===== src/design/plni_pkg.sv =====
// Shared types and constants for the piecewise linear interpolator.
package plni_pkg;

  localparam int DATA_W = 32;
  localparam int CFG_W  = 7;
  localparam int IDXF_W = 6;
  localparam int STAT_W = 2;
  localparam int DIV_STEP_W = $clog2(DATA_W);

  localparam logic [CFG_W-1:0]  KNOT_COUNT_RST = 7'd2;
  localparam logic [DATA_W-1:0] SAT_MAX = 32'h7FFF_FFFF;
  localparam logic [DATA_W-1:0] SAT_MIN = 32'h8000_0000;

  localparam logic FUNC_LOAD  = 1'b0;
  localparam logic FUNC_QUERY = 1'b1;

  typedef enum logic [STAT_W-1:0] {
    ST_INSIDE = 2'd0,
    ST_LOW    = 2'd1,
    ST_HIGH   = 2'd2,
    ST_NONE   = 2'd3
  } status_t;

  typedef enum logic [3:0] {
    S_IDLE,
    S_FIRST,
    S_LAST,
    S_SCAN,
    S_PREP,
    S_MUL,
    S_DIV,
    S_DONE
  } fsm_t;

  typedef struct packed {
    logic signed [DATA_W-1:0] x;
    logic signed [DATA_W-1:0] y;
  } knot_t;

endpackage


===== src/design/plni_knot_ram.sv =====
// Knot table: one write port, one registered read port.
module plni_knot_ram #(
  parameter int DEPTH = 64,
  localparam int AW = $clog2(DEPTH)
) (
  input  logic            clk,
  input  logic            wr_en,
  input  logic [AW-1:0]   wr_addr,
  input  plni_pkg::knot_t wr_data,
  input  logic [AW-1:0]   rd_addr,
  output plni_pkg::knot_t rd_data
);
  import plni_pkg::*;

  knot_t mem [DEPTH];

  always_ff @(posedge clk) begin
    if (wr_en) begin
      mem[wr_addr] <= wr_data;
    end
  end

  always_ff @(posedge clk) begin
    rd_data <= mem[rd_addr];
  end

endmodule


===== config.mk =====
export PLATFORM = sky130hd
export DESIGN_NAME = plni_knot_ram
export DESIGN_NICKNAME = d
export VERILOG_FILES = /design/src/design/plni_pkg.sv /design/src/design/plni_knot_ram.sv
export SDC_FILE = /design/constraint.sdc
export NUM_CORES = 2
export LEC_CHECK = 0
export ABC_AREA = 1
export BUFFER_PORTS_ARGS = -buffer_cell sky130_fd_sc_hd__buf_2
export CAP_MARGIN = 10
export CELL_PAD_IN_SITES_DETAIL_PLACEMENT = 0
export CELL_PAD_IN_SITES_GLOBAL_PLACEMENT = 2
export CORE_MARGIN = 8
export CORE_UTILIZATION = 25
export DETAILED_ROUTE_END_ITERATION = 8
export GPL_ROUTABILITY_DRIVEN = 0
export HOLD_SLACK_MARGIN = 0.12
export PLACE_DENSITY = 0.51
export SLEW_MARGIN = 20
export SYNTH_ARGS = -nofsm -noshare
export SYNTH_HDL_FRONTEND = slang
export SYNTH_SLANG_ARGS = --single-unit
export TNS_END_PERCENT = 5

===== constraint.sdc =====
create_clock -name clk -period 14.3 [get_ports clk]
set_clock_uncertainty 0.15 [all_clocks]
set_input_delay 2.145 -clock clk [delete_from_list [all_inputs] [get_ports clk]]
set_output_delay 2.145 -clock clk [all_outputs]
set_load 0.05 [all_outputs]

# Yosys cells after proc, flatten, opt, wreduce, memory -nomap -nowiden
# Memory sizes are Yosys's and may differ from the RTL's. A register that Yosys moved wholly into a read port is not among the register bits.
# Cells that the tools add are included.
# word_totals
ff_bits,0
latchBits,0
ramBits,4096
mem_bits_ro,0
inputBits,78
output_inout_bits,64
word_cells,3
mem_count,1
# memory_table
memory,depth,word_bits,rd,rd_ports_with_merged_regs,wr,line,rtl
mem,64,64,1,1,1,plni_knot_ram.sv:15,knot_t mem [DEPTH];
# classes
n_addsub,0
n_mul,0
div_mod_pow,0
n_lt_le_gt_ge,0
n_eq_ne,0
n_shift,0
n_mux,2
bitwise_logic,0
reduce_logical,0
# op_table
cell,n
$mux W1,2

# Logic depth before layout (Yosys ltp)
# depth
depth_word,2
mapped_depth,13
depth_no_buf,9

# Least setup slack after synthesis
# Ideal clock, no wire load.
# synth_path
path_type,input -> register
startpoint,input wr_en
endpoint,"memory mem[48][0] (netlist bit), enable pin"
setup_ps,646
arrival_time_ps,8781
required_time_ps,13504
setup_slack_ps,4723
cell_stages,3
n_path_buf,1
path_cell_list,clkbuf_1 nand4_1 nor4_1
# synth_between
elab_chain_cells,2
# synth_lines
element,line,rtl
from (decl),plni_knot_ram.sv:7,"input logic wr_en,"
$mux W1,plni_knot_ram.sv:18,if (wr_en) begin
$mux W1 (not written as such),plni_knot_ram.sv:19,mem[wr_addr] <= wr_data;
to (decl),plni_knot_ram.sv:15,
# No other way between the ends.

# Worst setup path in the final report
# layout_path
startpoint,input wr_addr[0]
endpoint,"memory mem[44][7] (netlist bit), enable pin"
# layout_lines
element,line,rtl
from (decl),plni_knot_ram.sv:8,"input logic [AW-1:0] wr_addr,"
# No word-level cell before the write port.

==> flow_summary_export.csv <==
group,metric,value,unit
synth,syn-cell-area,0.1653,mm²
critical_path,path_max_fanout,27,
placed_design,port_buffers,141,
power_and_ir_drop,combPwrFrac,6.0,%
clock_tree,cts_setup_buffers,0,
clock_tree,cts_resized,0,
critical_path,endpoint_kind,"flop",
synth,synth-seq-area-share,75.18,%
floorplan,core_area,0.6588,mm²
placed_design,post-dp-hpwl,334100,µm
floorplan,fp.dieArea,0.6875,mm²
synth,synthTopCellsByArea,"edfxtp_1, nand3_1, nand2_1, buf_2, dfxtp_1",
sta,final_hold_viol_count,0,
synth,yosys_warnings,0,
floorplan,ios,142,
routing,drt_iter0_markers,8533,
global_route,grt_antenna_before_repair,75,
job,max_cap_violations,0,
synth,synth_seq_cells,4160,
sta,setup_tns,0,ps
sta,relSlewSlack,21.56,%
clock_tree,cts_tree,"yes",
global_route,grt_pass1_wl,909400,µm
synth,synth_edf_count,4096,
power_and_ir_drop,pwr-share-seq,50.1,%
floorplan,die_h,829.2,µm
min_path,hold_path_class,"flop to flop",
final_layout,nNetsFinal,13540,
status,status,"complete, no violations",
final_layout,drive_gt1_share,8.517,%
power_and_ir_drop,peakVddDrop,0.1130,mV
power_and_ir_drop,pwr-share-clk,43.9,%
synth,syn_avg_cell_area,12.33,µm²
clock_tree,clock_path_buffers,4,
global_route,grt_usage,18.47,%
synth,synth_cells,13405,
power_and_ir_drop,p_sw,0.006473,W
clock_tree,clock_latency,1060,ps
critical_path,cp-start-kind,"primary input",
sta,fmaxAchievable,174.3,MHz
clock_tree,cts-root-buf,"clkbuf_16",
clock_tree,hold_buffers,0,
critical_path,worstPathArrival,6210,ps
final_layout,n_fill_cell,67077,
global_route,gr-total-overflow,0,
power_and_ir_drop,swShare,23.91,%
routing,wire_per_inst,29.24,µm
global_route,grt_pass1_vias,105241,
floorplan,start_util,25.09,%
power_and_ir_drop,p_int,0.02060,W
routing,dr.pass1.iters,5,
sta,period_minus_slack,5738,ps
routing,wl,660600,µm
final_layout,final_area,0.1906,mm²
synth,synth-main-ff-cell,"edfxtp_1",
power_and_ir_drop,powerDensity,142.0,mW/mm²
critical_path,crit_type,"primary input to flop",
routing,vias,105892,
routing,ant_nets,0,
synth,async_flop_share,0,%
synth,synth_common_cells,"nand2_1, edfxtp_1, nand3_1",
critical_path,cp.required,14770,ps
synth,postSynthNetCount,13483,
placed_design,post_dp_cell_area,0.1757,mm²
power_and_ir_drop,p_leak,65.19,nW
synth,synth.most_common_cell,"nand2_1",
sta,drv_slew,0,
clock_tree,cts_max_level,5,
sta,worstMarginPinSlew,1177,ps
floorplan,core.rowCount,298,
floorplan,fp.dieW,829.2,µm
routing,via_per_inst,4.688,
sta,rsz0062_at_grt,"false",
sta,final-setup-viol-count,0,
global_route,grt_max_degree,164,
synth,netlist.area_leader.share,74.41,%
sta,fin_crit_sh,40.13,%
routing,drc,0,
clock_tree,cts.sinks,4160,
final_layout,synthToLayoutAreaGrowth,15.33,%
synth,yosys.area.top_type,"edfxtp_1",
synth,ys_types,16,
clock_tree,cts_inserted_buffers,474,
clock_tree,clkTransAtPathRegs,60,ps
-- registers in the layout (all words and copies together) (netlist names) --
name and cells:
rd_data 64, mem 4096
-- layout by cell type (no fill, tap or decap) --
| master | synthesis | layout |
|---|---|---|
| buf_6 | 40 | 1 |
| buf_4 | 134 | 320 |
| dfxtp_1 | 64 | 64 |
| edfxtp_1 | 4096 | 4096 |
| inv_1 | 8 | 6 |
| inv_8 | 0 | 3 |
| buf_12 | 0 | 42 |
| clkinv_2 | 0 | 75 |
| inv_16 | 0 | 4 |
| buf_16 | 0 | 1 |
| nand2_1 | 4416 | 4416 |
| nand3_1 | 3847 | 3847 |
| bufinv_16 | 0 | 26 |
| clkbuf_16 | 0 | 483 |
| clkinv_4 | 0 | 2 |
| clkbuf_8 | 0 | 23 |
| nor4_2 | 0 | 8 |
| nand4_1 | 9 | 9 |
| clkinv_8 | 0 | 4 |
| diode_2 | 0 | 24 |
| inv_6 | 0 | 10 |
| clkinv_16 | 0 | 2 |
| clkinv_1 | 0 | 102 |
| nor2_4 | 0 | 56 |
| clkinvlp_4 | 0 | 8 |
| buf_8 | 3 | 4 |
| buf_2 | 501 | 109 |
| clkbuf_1 | 147 | 145 |
-- routing by layer --
metal,routed length [µm],GRT usage [%]
met1,305000,25.63
met2,319000,31.35
met3,22440,1.853
met4,14040,3.767
met5,86,0
-- power by group through the flow --
stage / clock, W / sequential (W) / combinational, W
floorplan: 0 / 0.0139 / 0.000833
detailed placement: 0 / 0.0138 / 0.00166
global placement: 0 / 0.0138 / 0.00166
global route: 0.0126 / 0.0136 / 0.00178
CTS: 0.0122 / 0.0136 / 0.00166
finish: 0.0119 / 0.0136 / 0.00162
-- worst max-delay path, stage by stage --
cell,delay (ps)
buf_2,170
inv_1,270
nand4_1,710
nor2_4,1150
buf_4,790
buf_4,770
-- final cells by class --
cell class	instances	area [µm²]	share of cell area, %
Timing Repair Buffer	478	3901	2.046
Tap cell	8700	10890	5.710
Clock inverter	230	1861	0.9759
Sequential cell	4160	124300	65.19
Antenna cell	24	60.06	0.03150
Multi-Input combinational cell	8336	36620	19.21
Clock buffer	650	12930	6.784
Inverter	12	105.1	0.05513
-- worst paths after layout --
| check | startpoint | to | cells past startpoint | slack (ps) |
|---|---|---|---|---|
| max reg2reg | mem[7][58]$_DFFE_PP_ | rd_data[58]$_DFF_P_ | 8 | 12550 |
| min reg2reg | mem[58][47]$_DFFE_PP_ | rd_data[47]$_DFF_P_ | 8 | 650 |
| max | wr_addr[0] | mem[44][7]$_DFFE_PP_ | 6 | 8560 |
| min | mem[58][47]$_DFFE_PP_ | rd_data[47]$_DFF_P_ | 8 | 650 |
-- logic make-up after synthesis --
logic type / Yosys count / synth area share, %
DFF: 4160 / 75.18
buffers and inverters: 909 / 2.953
and+or+nand+nor: 8336 / 21.87
-- per-stage QoR --
stage | setup WS (ps) | power [W] | hold slack (ps) | util, % | cells
detailed placement | 7495 | 0.01550 | 637.3 | 26.67 | 21684
global route | 8318 | 0.02797 | 730.8 | 28.93 | 22581
floorplan | 4723 | 0.01470 | 571.4 | - | 13405
finish | 8562 | 0.02707 | 645.1 | 28.94 | 22590
CTS | 8635 | 0.02745 | 654.0 | 28.91 | 22564
global placement | 7440 | 0.01551 | 642.3 | 26.65 | 21680
Power figures use the tool's default switching activity.
