$ cat src/design/plni_pkg.sv
// Shared types and constants for the piecewise linear interpolator.
package plni_pkg;

  localparam int DATA_W = 32;
  localparam int CFG_W  = 7;
  localparam int IDXF_W = 6;
  localparam int STAT_W = 2;
  localparam int DIV_STEP_W = $clog2(DATA_W);

  localparam logic [CFG_W-1:0]  KNOT_COUNT_RST = 7'd2;
  localparam logic [DATA_W-1:0] SAT_MAX = 32'h7FFF_FFFF;
  localparam logic [DATA_W-1:0] SAT_MIN = 32'h8000_0000;

  localparam logic FUNC_LOAD  = 1'b0;
  localparam logic FUNC_QUERY = 1'b1;

  typedef enum logic [STAT_W-1:0] {
    ST_INSIDE = 2'd0,
    ST_LOW    = 2'd1,
    ST_HIGH   = 2'd2,
    ST_NONE   = 2'd3
  } status_t;

  typedef enum logic [3:0] {
    S_IDLE,
    S_FIRST,
    S_LAST,
    S_SCAN,
    S_PREP,
    S_MUL,
    S_DIV,
    S_DONE
  } fsm_t;

  typedef struct packed {
    logic signed [DATA_W-1:0] x;
    logic signed [DATA_W-1:0] y;
  } knot_t;

endpackage

$ cat src/design/plni_serial_div.sv
// Restoring divider, one quotient bit per cycle; quotient known to fit DATA_W bits.
module plni_serial_div (
  input  logic                             clk,
  input  logic                             rst_n,
  input  logic                             start,
  input  logic [2*plni_pkg::DATA_W-1:0]    dividend,
  input  logic [plni_pkg::DATA_W-1:0]      divisor,
  output logic [plni_pkg::DATA_W-1:0]      quotient,
  output logic                             done
);
  import plni_pkg::*;

  logic [DATA_W-1:0]     rem_r, rem_nxt;
  logic [DATA_W-1:0]     lo_r, lo_nxt;
  logic [DIV_STEP_W-1:0] cnt_r, cnt_nxt;
  logic                  busy_r, busy_nxt;
  logic                  done_r, done_nxt;
  logic [DATA_W:0]       trial;
  logic [DATA_W:0]       diff;
  logic                  ge;

  assign trial = {rem_r, lo_r[DATA_W-1]};
  assign ge    = trial >= {1'b0, divisor};
  assign diff  = trial - {1'b0, divisor};

  always_comb begin
    rem_nxt  = rem_r;
    lo_nxt   = lo_r;
    cnt_nxt  = cnt_r;
    busy_nxt = busy_r;
    done_nxt = 1'b0;
    if (start) begin
      rem_nxt  = dividend[2*DATA_W-1:DATA_W];
      lo_nxt   = dividend[DATA_W-1:0];
      cnt_nxt  = '0;
      busy_nxt = 1'b1;
    end else if (busy_r) begin
      // shift in the next dividend bit, subtract where it fits
      rem_nxt = ge ? diff[DATA_W-1:0] : trial[DATA_W-1:0];
      lo_nxt  = {lo_r[DATA_W-2:0], ge};
      cnt_nxt = cnt_r + 1'b1;
      if (cnt_r == DIV_STEP_W'(DATA_W - 1)) begin
        busy_nxt = 1'b0;
        done_nxt = 1'b1;
      end
    end
  end

  always_ff @(posedge clk) begin
    if (!rst_n) begin
      busy_r <= 1'b0;
      done_r <= 1'b0;
      cnt_r  <= '0;
    end else begin
      busy_r <= busy_nxt;
      done_r <= done_nxt;
      cnt_r  <= cnt_nxt;
    end
    rem_r <= rem_nxt;
    lo_r  <= lo_nxt;
  end

  assign quotient = lo_r;
  assign done     = done_r;

endmodule

$ cat config.mk
export PLATFORM = sky130hd
export DESIGN_NAME = plni_serial_div
export DESIGN_NICKNAME = d
export VERILOG_FILES = /design/src/design/plni_pkg.sv /design/src/design/plni_serial_div.sv
export SDC_FILE = /design/constraint.sdc
export NUM_CORES = 1
export LEC_CHECK = 0
export BUFFER_PORTS_ARGS = -buffer_cell sky130_fd_sc_hd__buf_2
export CORE_MARGIN = 3
export CORE_UTILIZATION = 45
export DETAILED_ROUTE_END_ITERATION = 8
export GPL_ROUTABILITY_DRIVEN = 0
export PLACE_DENSITY = 0.7
export SYNTH_ARGS = -nofsm -noshare
export SYNTH_HDL_FRONTEND = slang
export SYNTH_SLANG_ARGS = --single-unit
$ cat constraint.sdc
create_clock -name clk -period 4.5 [get_ports clk]
set_input_delay 0.675 -clock clk [delete_from_list [all_inputs] [get_ports clk]]
set_output_delay 0.675 -clock clk [all_outputs]
set_load 0.03 [all_outputs]
---- Word-level counts from Yosys, hierarchy flattened ----
Index checks and enable logic that the tools add are counted.
cells by class
  order comparisons ....................... 1
  bitwise logic cells ..................... 2
  muxes and demuxes ....................... 9
  eq/ne operators ......................... 1
  reduce and logical (&&, ||, !) cells .... 3
  add/subtract/negate cells ............... 2
operator list
  operator                                                        count
  32-bit two-way mux                                              5
  33-bit by 32-bit >= comparator with 1-bit output                1
  32-bit subtractor                                               1
  5-bit by 1-bit adder with 5-bit output (second input constant)  1
  5-bit == test (second input constant)                           1
  1-bit two-way mux                                               4
  3-bit OR reduction                                              1
  1-bit inverter                                                  2
  2-bit nonzero test                                              1
  2-bit OR reduction                                              1
storage, ports and cells
  logic and storage cells ................. 23
  flip-flop bits (word level) ............. 71
  bits of input ports ..................... 99
  output and inout bits ................... 33

---- Longest topological paths before layout ----
Gate-level depths: netlist (run 1).
  depth after elaboration ................. 4
  gate-level depth with buffers ........... 14
  gate-level depth less buffers ........... 13

---- Worst setup path after synthesis (run 1) ----
OpenSTA, ideal clock, no wires.
  path kind ............................... input port to flip-flop
  start point ............................. in divisor[8] (netlist name)
  end point ............................... reg rem_r[17], data pin
  slack ................................... 1.181 ns
  path buffers ............................ 2
  data arrival time ....................... 3.045 ns
  cell stages on the path ................. 13
  library setup time ...................... 0.274 ns
  required time ........................... 4.226 ns
  cells stage by stage .................... inv_1 > ha_1 > a21o_1 > a21oi_1 > o21ai_1 > a221oi_2 > o21ai_1 > o31a_1 > or2_1 > buf_4 > buf_4 > nand2_1 > a31oi_1
between the ends
  word-level cells in the longest chain between the ends .. 4
  elaborated cells on any way between the ends .. 5
  those cells by class .................... add/sub (1); order compare (1); mux (3)
RTL lines
  item                                                                                   line                                          RTL
  start, declared                                                                        plni_serial_div.sv:7                          input logic [plni_pkg::DATA_W-1:0] divisor,
  32-bit subtractor or 33-bit by 32-bit >= comparator with 1-bit output (tied branches)  plni_serial_div.sv:24, plni_serial_div.sv:23
  32-bit two-way mux (*)                                                                 plni_serial_div.sv:39                         rem_nxt = ge ? diff[DATA_W-1:0] : trial[DATA_W-1:0];
  32-bit two-way mux (*)                                                                 plni_serial_div.sv:37                         end else if (busy_r) begin
  32-bit two-way mux (*)                                                                 plni_serial_div.sv:32                         if (start) begin
  via rem_nxt[17]                                                                        plni_serial_div.sv:13                         logic [DATA_W-1:0] rem_r, rem_nxt;
  end signal, assigned                                                                   plni_serial_div.sv:59                         rem_r <= rem_nxt;
  end, declared                                                                          plni_serial_div.sv:13
The timed path passes the listed nets; every way through them passes the cells marked *. The select of a mux whose other input is x is not followed.
A chain may end at the register's enable or synchronous reset.

---- Worst setup path after layout (run 1) ----
  start point ............................. reg rem_r[17]
  end point ............................... reg rem_r[0], data pin
between the ends
  word-level cells in the longest chain between the ends .. 4
RTL lines
  item                                              line                   RTL
  33-bit by 32-bit >= comparator with 1-bit output  plni_serial_div.sv:23  assign ge = trial >= {1'b0, divisor};
  32-bit two-way mux                                plni_serial_div.sv:39
  32-bit two-way mux                                plni_serial_div.sv:37
  32-bit two-way mux                                plni_serial_div.sv:32
  via rem_nxt[0]                                    plni_serial_div.sv:13
The timed path passes the listed nets, and every way through them passes these cells. The select of a mux whose other input is x is not followed.

==> results of run 1 <==
-- cell type report --
cell class                 count  area [um^2]  share of cell area [%]
multi-input combinational    378         2705                   44.73
timing repair buffer         139        715.7                   11.84
clock inverter                 5        82.58                   1.366
sequential                    71         2062                   34.10
inverter                      44        165.2                   2.731
tap                          140        175.2                   2.897
clock buffer                  11        141.4                   2.338
-- cells in the final DEF, fill, tap and decap left out, types with 8 or more instances in the layout --
cell      Yosys  routed
buf_2         4     131
nor2_1       42      42
buf_4         6       8
a31oi_1      25      25
nand2_1      61      61
mux2_2       33      33
a21oi_1      34      34
a21o_1       14      14
ha_1         34      34
clkbuf_8      0      10
nand3_1       8       8
edfxtp_1     64      64
o21ai_0      19      19
inv_1        44      44
xor2_1        8       8
xnor2_1      18      18
-- stage by stage --
step	area (um^2)	util, %	instances	power (W)
2_1_floorplan	5039	-	514	0.001755
3_3_place_gp	5823	53.48	772	0.001997
3_5_place_dp	5823	53.48	772	0.002019
4_1_cts	6047	55.54	788	0.002615
5_1_grt	6047	55.54	788	0.002775
6_report	6047	55.54	788	0.002607
-- report_power, final --
group | internal (W) | leakage (nW) | switching (W)
clock | 0.000328 | 0.113 | 0.000262
sequential | 0.000856 | 0.696 | 0.0000641
combinational | 0.000464 | 1.90 | 0.000632
-- sequential cells by signal (all words and copies together), names as in the netlist --
name	cells
busy_r	1
cnt_r	5
done	1
quotient	32
rem_r	32
-- final timing paths --
path / slack (ps) / end
worst max-delay path: 730 / rem_r[0]
worst min-delay path: 530 / cnt_r[3]
worst max register to register: 730 / rem_r[0]
worst min register to register: 530 / cnt_r[3]
-- worst min-delay path: cells and delay by family (launching register included) --
kind	cells	cell delay, ps
XOR/XNOR	1	70
AND/OR/NAND/NOR	1	70
flip-flops	1	350
-- layer usage --
metal / up-vias / GRT usage (%) / wire length, um
met5: - / 0 / 13
met4: 2 / 8.516 / 296
met3: 22 / 6.196 / 1002
met2: 166 / 32.81 / 5860
met1: 1992 / 26.11 / 5687
li1: 2148 / - / -
-- kinds of logic (layout without fill, tap and decap cells) --
| logic type | after synthesis | after routing | synth area share [%] |
|---|---|---|---|
| AOI/OAI and AO/OA | 132 | 132 | 18.33 |
| xor gates and xnor gates | 26 | 26 | 4.520 |
| adders and majority gates | 35 | 35 | 8.840 |
| buffers and inverters | 65 | 199 | 5.389 |
| DFF | 71 | 71 | 40.92 |
| muxes | 40 | 40 | 8.766 |
| and+or+nand+nor | 145 | 145 | 13.24 |
==> summary.txt, run 1 <==
antenna violations before repair - 1
max frequency - 265.0 MHz
P_leak - 2.714 nW
Pre-antenna DRT Iters - 5
final setup fails - 0
clk slew on worst S/H paths - 80 ps
Mapped Nets - 648
sequential share of the synthesized area - 40.92%
Critical Path AT - 3900 ps
postcts setup bufs - 0
hold buffers post-CTS - 0
1st-iter DRT viols - 240
Yosys top cell by area - edfxtp_1
RSZ-0062 raised after global routing - false
dpl hpwl - 9.662 mm
# rows - 38
Clock Tree Buf Depth - 2
critical path cell sequence - ha_1 -> nand3_1 -> or4b_2 -> nor4_1 -> o31a_1 -> or2_1 -> a21oi_1 -> mux2_2
fin. max-slew vios - 0
H-tree Lvls - 3
Avg Cell Area, Syn - 9.803 um^2
largest net degree at the start of global routing - 51
Avg Vias per Cell - 5.495
Crit. path cell count - 8
peak supply drop - 0.2476 mV
Startpoint Class - flip-flop
Max-slew headroom - 26.20%
cell count of the worst reg-to-reg path - 8
CP required - 4620 ps
Synth warnings - 0
largest cells by area after synthesis - edfxtp_1 (38%), ha_1 (8.4%), mux2_2 (7.4%)
via count - 4330
CTS tree - built
chip width - 111.8 um
top-count cell post-synth - edfxtp_1
cts repair resizes - 0
Place WS - 426.7 ps
CP delay by family, top - simple AND/OR/NAND/NOR gates
global-route wire length before repair - 20.69 mm
number of antenna diodes - 0
Final Hold Fails - 0
Avg WL per Cell - 16.32 um
post-layout net count - 777
PortBufs - 131
CTS Buf Count - 9
Post-Syn Instances - 514
post-route ant nets - 0
hold slack - 526.6 ps
synthesis-stage register bit count - 71
fillcell total - 991
post-layout min period - 3773 ps
CP startpoint - rem_r[17]
Least-Margin Pin Slew - 1106 ps
drc violations - 0
EDFF count, synth - 64
post-synth top area share - 38.14%
effective utilization at floorplan - 46.28%
grt ovf - 0
hold depth - 2
Final WS setup - 727.0 ps
worst setup path class - flip-flop to flip-flop
Critical path buffers and inverters - 0
Post-synth top cells - edfxtp_1 (64), nand2_1 (61), inv_1 (44)
total track usage - 20.58%
clock skew - 8.341 ps
crit path max fanout - 24
async set-reset flop share out of synthesis - 0%
Hold Startpoint - cnt_r[3]
clock root buffer - clkbuf_8
die area - 12500 um^2
boundary pin count - 132
top_reg_cell synth - edfxtp_1
final setup TNS - 0 ps
total of max-cap violations - 0
CP endpoint kind - flip-flop
status - finished clean
insertion delay to the later sink of the worst-skew pair - 370 ps
share of cells above drive strength 1 - 31.33%
clock sinks - 71
min-delay worst type - flip-flop to flip-flop
Mapped Area - 5039 um^2
synth unique cells - 59
Area Overhead vs Synth - 20.01%
reg-to-reg critical path startpoint - rem_r[17]
CP peak stage delay - 850 ps
Slowest-stage cell, CP - or2_1
Pwr per Cell Area - 431.1 nW/um^2
DRT Wirelength - 12.86 mm
Tcrit/Tclk final - 83.84%
Placeable Area - 10890 um^2
number of global-route vias before repair - 4406
Die Ht - 111.8 um
Power figures use the tool's default switching activity.
==> run 2, diff against run 1 <==
clock period = 3.85 ns   (was 4.5 ns; I/O delays follow)
==> run 2 against run 1 <==
  * Global-route usage grew 0.19 points
  * Final area increased by 0.41%
  * Die area unchanged
  * Wire length fell by 0.58%
  * Sequential power is 16% higher
  * First-iteration DRC count is 15% lower
  * Clock skew rose by 1.7 ps
  * Clock power grew 15%
  * Worst setup slack got worse by 290 ps
  * Power increased by 17%
  * Sequential cell count unchanged
  * Largest cell class unchanged
  * Largest power group unchanged
==> summary.txt, run 2 (synthesized netlist as in run 1, its figures left out) <==
clock root buffer - clkbuf_8
Net Switching - 0.001125 W (+17%)
multi-input logic area - 2705 um^2 (unchanged)
total of max-cap violations - 0 (unchanged)
clock sinks - 71 (unchanged)
PortBufs - 131 (unchanged)
DRT Wirelength - 12.79 mm (-0.58%)
hold endpoint - busy_r
Max-slew headroom - 50.00% (+24 points)
grt ovf - 0 (unchanged)
Internal Power - 0.001919 W (+16%)
min-delay worst type - primary input to flip-flop
post-layout min period - 3410 ps (-362.7 ps)
Avg WL per Cell - 16.14 um (-1.1%)
most frequent cells in the layout - buf_2 (131), edfxtp_1 (64), nand2_1 (61)
cell count of the worst reg-to-reg path - 13 (+5)
drc violations - 0 (unchanged)
CTS Buf Count - 9 (unchanged)
Startpoint Class - flip-flop
CP endpoint kind - flip-flop
reg-to-reg critical path startpoint - quotient[31]
H-tree Lvls - 3 (unchanged)
crit path max fanout - 3 (-88%)
largest net degree at the start of global routing - 32 (-37%)
post-route ant nets - 0 (unchanged)
dpl hpwl - 9.644 mm (-0.18%)
number of global-route vias before repair - 4550 (+3.3%)
1st-iter DRT viols - 204 (-15%)
global-route wire length before repair - 21.04 mm (+1.7%)
placed cell areas - 5853 um^2 (+0.52%)
Reg2Reg Setup Slack - 440 ps (-290 ps)
final instance area - 6072 um^2 (+0.41%)
peak supply drop - 0.2501 mV (+1.0%)
hold slack - 474.6 ps (-52.01 ps)
Reg power frac - 35.3% (about the same)
postcts setup bufs - 0 (unchanged)
total track usage - 20.77% (+0.19 points)
worst setup path class - flip-flop to flip-flop
Reg2Reg Capture Point - rem_r[30]
Least-Margin Pin Slew - 750.0 ps (-355.9 ps)
chip width - 111.8 um (unchanged)
combinational share of power - 42.3% (+0.2 points)
insertion delay to the later sink of the worst-skew pair - 360 ps (about the same)
number of antenna diodes - 0 (unchanged)
CP required - 3940 ps (-680 ps)
Register Area - 2062 um^2 (unchanged)
die area - 12500 um^2 (unchanged)
boundary pin count - 132 (unchanged)
share of cells above drive strength 1 - 31.75% (+0.42 points)
via count - 4328 (-0.046%)
effective utilization at floorplan - 46.28% (unchanged)
P_leak - 2.731 nW (+0.64%)
Clk pwr share - 22.4% (-0.3 points)
Avg Vias per Cell - 5.465 (-0.55%)
clk slew on worst S/H paths - 80 ps (about the same)
fin. max-slew vios - 0 (unchanged)
final setup fails - 0 (unchanged)
Area Overhead vs Synth - 20.51%
Clock Tree Buf Depth - 2 (unchanged)
final setup TNS - 0 ps (unchanged)
CTS tree - built
Final Hold Fails - 0 (unchanged)
max frequency - 293.2 MHz (+11%)
Tcrit/Tclk final - 88.58% (+4.7 points)
clock skew - 10.08 ps (+1.741 ps)
Hold Startpoint - rst_n
Critical Path AT - 3500 ps (-400 ps)
most common cell after layout, fill and taps aside - buf_2
# rows - 38 (unchanged)
fillcell total - 978 (-1.3%)
hold buffers post-CTS - 0 (unchanged)
hold depth - 2 (unchanged)
Sw Ratio - 36.96% (+0.19 points)
Pre-antenna DRT Iters - 6 (+1)
Pwr per Cell Area - 501.3 nW/um^2 (+16%)
RSZ-0062 raised after global routing - false
Cell Count, Final, Fillers Out - 792 (+0.51%)
Placeable Area - 10890 um^2 (unchanged)
Post-Place Cells - 776 (+0.52%)
Die Ht - 111.8 um (unchanged)
status - finished clean
cts repair resizes - 0 (unchanged)
antenna violations before repair - 1 (unchanged)
post-layout net count - 781 (+0.51%)
==> run 2: cell count changes in the layout (fill, tap and decap cells not counted) <==
cell | previous run | this run
clkbuf_8 | 10 | 9
clkinv_4 | 2 | 1
buf_4 | 8 | 12
inv_6 | 0 | 2
==> run 2: routing by layer <==
layer / part of all wire, % / global-route usage, % / vias to the layer above / routed length (um)
met3: 7.7 / 6.413 / 28 / 990
met5: 0.078 / 0 / - / 10
met4: 3.0 / 10.54 / 2 / 381
li1: - / - / 2158 / -
met1: 44 / 25.64 / 1986 / 5619
met2: 45 / 32.85 / 154 / 5784
==> run 2: per-stage QoR <==
stage	power, W	worst slack [ps]	utilization, %
global placement	0.002337	307.3	53.76
CTS	0.003070	444.7	55.77
detailed placement	0.002368	220.4	53.76
finish	0.003044	439.7	55.77
global route	0.003261	292.8	55.77
floorplan	0.002052	628.4	-
==> run 2: layout make-up <==
cell class / count / area share, %
Clock buffer: 10 / 2.102
Clock inverter: 6 / 1.504
Inverter: 44 / 2.720
Multi-Input combinational cell: 378 / 44.55
Sequential cell: 71 / 33.96
Tap cell: 140 / 2.885
Timing Repair Buffer: 143 / 12.28
==> run 2: worst max-delay path by stage <==
stage                 start   endpoint  slack (ps)
5_1_grt           rem_r[17]   rem_r[0]         290
2_1_floorplan    divisor[8]  rem_r[17]         630
3_3_place_gp    divisor[18]   rem_r[0]         310
4_1_cts           rem_r[17]   rem_r[0]         440
3_5_place_dp    divisor[18]   rem_r[0]         220
6_report       quotient[31]  rem_r[30]         440
==> run 2: worst max-delay path, cell delays in order (launching register included) <==
cell and delay (ps):
edfxtp_1 440, inv_1 80, ha_1 150, inv_1 60, fa_1 400, a21o_1 210, a221oi_1 500, or3_4 250
a2111oi_4 80, a2111oi_2 440, o21ai_0 170, xor2_1 170, nand2_1 90, a31oi_1 100
==> run 2: power groups by stage <==
stage	Combinational [W]	Clock, W	Sequential (W)
final	0.00129	0.000682	0.00107
after CTS	0.00129	0.000707	0.00107
after global placement	0.00125	0	0.00109
after floorplan	0.000914	0	0.00114
after global routing	0.00143	0.000737	0.00109
after detailed placement	0.00128	0	0.00109
==> run 3, diff against run 2 <==
==> constraint.sdc (replaced) <==
create_clock -name clk -period 3.85 [get_ports clk]
set_input_delay 0.1925 -clock clk [delete_from_list [all_inputs] [get_ports clk]]
set_output_delay 0.1925 -clock clk [all_outputs]
set_load 0.03 [all_outputs]
==> run 3 against run 2 <==
  * Global-route usage fell by 0.24 points
  * Final area down 0.97%
  * Clock-buffer cell count grew 1
  * Sequential share of layout area rose by 0.33 points
  * Sequential power about the same
  * Worst setup slack got worse by 40 ps
  * Clock skew increased by 1.4 ps
  * Register-to-register slack worse by 40 ps
  * Combinational power barely moved
  * Die area did not move
  * Critical path type unchanged
==> summary.txt, run 3 (synthesized netlist as in run 1, its figures left out) <==
final setup fails - 0 (unchanged)
Tcrit/Tclk final - 89.62% (+1.0 points)
Critical path buffers and inverters - 1 (-1)
status - finished clean
max frequency - 289.8 MHz (-1.2%)
post-route ant nets - 0 (unchanged)
critical path cell sequence - ha_1 -> nand3_1 -> or4b_2 -> nor4_1 -> o31a_1 -> or2_1 -> buf_4 -> mux2i_1 -> o21ai_0
antenna violations before repair - 0 (-1)
CP endpoint kind - flip-flop
Internal Power - 0.001798 W (-6.3%)
number of antenna diodes - 0 (unchanged)
insertion delay to the later sink of the worst-skew pair - 350 ps (about the same)
global-route wire length before repair - 20.93 mm (-0.49%)
Reg2Reg Setup Slack - 400 ps (-40 ps)
cell count of the worst reg-to-reg path - 9 (-4)
clk slew on worst S/H paths - 80 ps (about the same)
Final WS setup - 399.6 ps (-40.09 ps)
dpl hpwl - 9.690 mm (+0.48%)
clock skew - 11.44 ps (+1.356 ps)
clock sinks - 71 (unchanged)
drc violations - 0 (unchanged)
final setup TNS - 0 ps (unchanged)
die area - 12500 um^2 (unchanged)
Clk pwr share - 18.9% (-3.5 points)
Place WS - 424.9 ps (+204.5 ps)
most frequent cells in the layout - buf_2 (131), edfxtp_1 (64), nand2_1 (61)
CP required - 3920 ps (-20 ps)
hold depth - 2 (unchanged)
largest net degree at the start of global routing - 54 (+69%)
total of max-cap violations - 0 (unchanged)
CTS tree - built
Reg power frac - 36.8% (+1.5 points)
Area Overhead vs Synth - 19.34%
combinational share of power - 44.3% (+2.0 points)
Sw Ratio - 38.25% (+1.3 points)
CP peak stage delay - 680 ps (+180 ps)
effective utilization at floorplan - 46.28% (unchanged)
1st-iter DRT viols - 180 (-12%)
Reg2Reg Capture Point - rem_r[24]
CTS Buf Count - 9 (unchanged)
Placeable Area - 10890 um^2 (unchanged)
hold endpoint - busy_r
placed cell areas - 5838 um^2 (-0.26%)
Pre-antenna DRT Iters - 4 (-2)
post-layout min period - 3450 ps (+40.09 ps)
Clock Tree Buf Depth - 2 (unchanged)
Final Hold Fails - 0 (unchanged)
Net Switching - 0.001113 W (-1.0%)
number of global-route vias before repair - 4445 (-2.3%)
RSZ-0062 raised after global routing - false
cts repair resizes - 0 (unchanged)
chip width - 111.8 um (unchanged)
post-layout net count - 779 (-0.26%)
PortBufs - 131 (unchanged)
most common cell after layout, fill and taps aside - buf_2
Critical Path AT - 3520 ps (+20 ps)
Startpoint Class - flip-flop
H-tree Lvls - 3 (unchanged)
Die Ht - 111.8 um (unchanged)
Pwr per Cell Area - 484.1 nW/um^2 (-3.4%)
worst setup path class - flip-flop to flip-flop
hold buffers post-CTS - 0 (unchanged)
Hold Startpoint - rst_n
min-delay worst type - primary input to flip-flop
Avg Vias per Cell - 5.471 (+0.11%)
via count - 4322 (-0.14%)
Avg WL per Cell - 16.09 um (-0.33%)
P_leak - 2.696 nW (-1.3%)
grt ovf - 0 (unchanged)
reg-to-reg critical path startpoint - rem_r[17]
hold slack - 101.4 ps (-373.3 ps)
clock root buffer - clkbuf_8
crit path max fanout - 13 (+10)
Slowest-stage cell, CP - or4b_2
Max-slew headroom - 45.91% (-4.1 points)
total track usage - 20.53% (-0.24 points)
DRT Wirelength - 12.71 mm (-0.59%)
# rows - 38 (unchanged)
peak supply drop - 0.2460 mV (-1.6%)
postcts setup bufs - 0 (unchanged)
Least-Margin Pin Slew - 810.5 ps (+60.50 ps)
boundary pin count - 132 (unchanged)
final instance area - 6013 um^2 (-0.97%)
fin. max-slew vios - 0 (unchanged)
CP delay by family, top - simple AND/OR/NAND/NOR gates
share of cells above drive strength 1 - 31.54% (-0.21 points)
run 3: cell count changes in the layout (fill, tap and decap cells not counted):
cell,change
bufinv_16,-2
buf_4,-2
clkbuf_8,+1
clkinv_2,+1
inv_6,-1
clkinvlp_4,+2
clkinv_4,-1
run 3: per-stage QoR:
step	util, %	cells	total power [W]
floorplan	-	514	0.002052
CTS	55.23	790	0.002923
finish	55.23	790	0.002911
global route	55.23	790	0.003126
detailed placement	53.62	774	0.002367
global placement	53.62	774	0.002339
run 3: power groups by stage:
stage	registers [W]	logic [W]	clock network [W]
after floorplan	0.00114	0.000914	0
after global placement	0.00108	0.00126	0
after detailed placement	0.00108	0.00128	0
after CTS	0.00107	0.00129	0.000564
after global routing	0.00108	0.00144	0.000597
final	0.00107	0.00129	0.000551
run 3: cell type report:
type	count	area (um^2)
fillers	982	4875
multi-input cells	378	2705
flip-flops and latches	71	2062
repair buffers	141	730.7
well taps	140	175.2
inverters	44	165.2
clock buffers	11	141.4
clock inverters	5	33.78
run 3: worst max path at each step:
| stage | end | cells after the start | slack (ps) | from |
|---|---|---|---|---|
| 2_1_floorplan | rem_r[30] | 13 | 680 | quotient[31] |
| 3_3_place_gp | rem_r[28] | 13 | 520 | quotient[31] |
| 3_5_place_dp | rem_r[21] | 9 | 420 | rem_r[20] |
| 4_1_cts | rem_r[21] | 9 | 430 | rem_r[17] |
| 5_1_grt | rem_r[21] | 9 | 110 | rem_r[17] |
| 6_report | rem_r[24] | 9 | 400 | rem_r[17] |
run 3: layer usage:
layer / wire [um] / up-vias / global-route usage [%]
li1: - / 2140 / -
met1: 5408 / 2011 / 25.43
met2: 5988 / 149 / 33.17
met3: 1037 / 22 / 6.848
met4: 277 / 0 / 8.029
met5: 0 / - / 0
run 3: worst register-to-register path: cells and delay by family, from the launching register on:
| kind | cells | cell delay, ps |
|---|---|---|
| flops | 1 | 400 |
| simple gates | 4 | 1530 |
| compound gates | 2 | 360 |
| mux | 1 | 190 |
| buf+inv | 1 | 280 |
| fa+ha+maj | 1 | 420 |
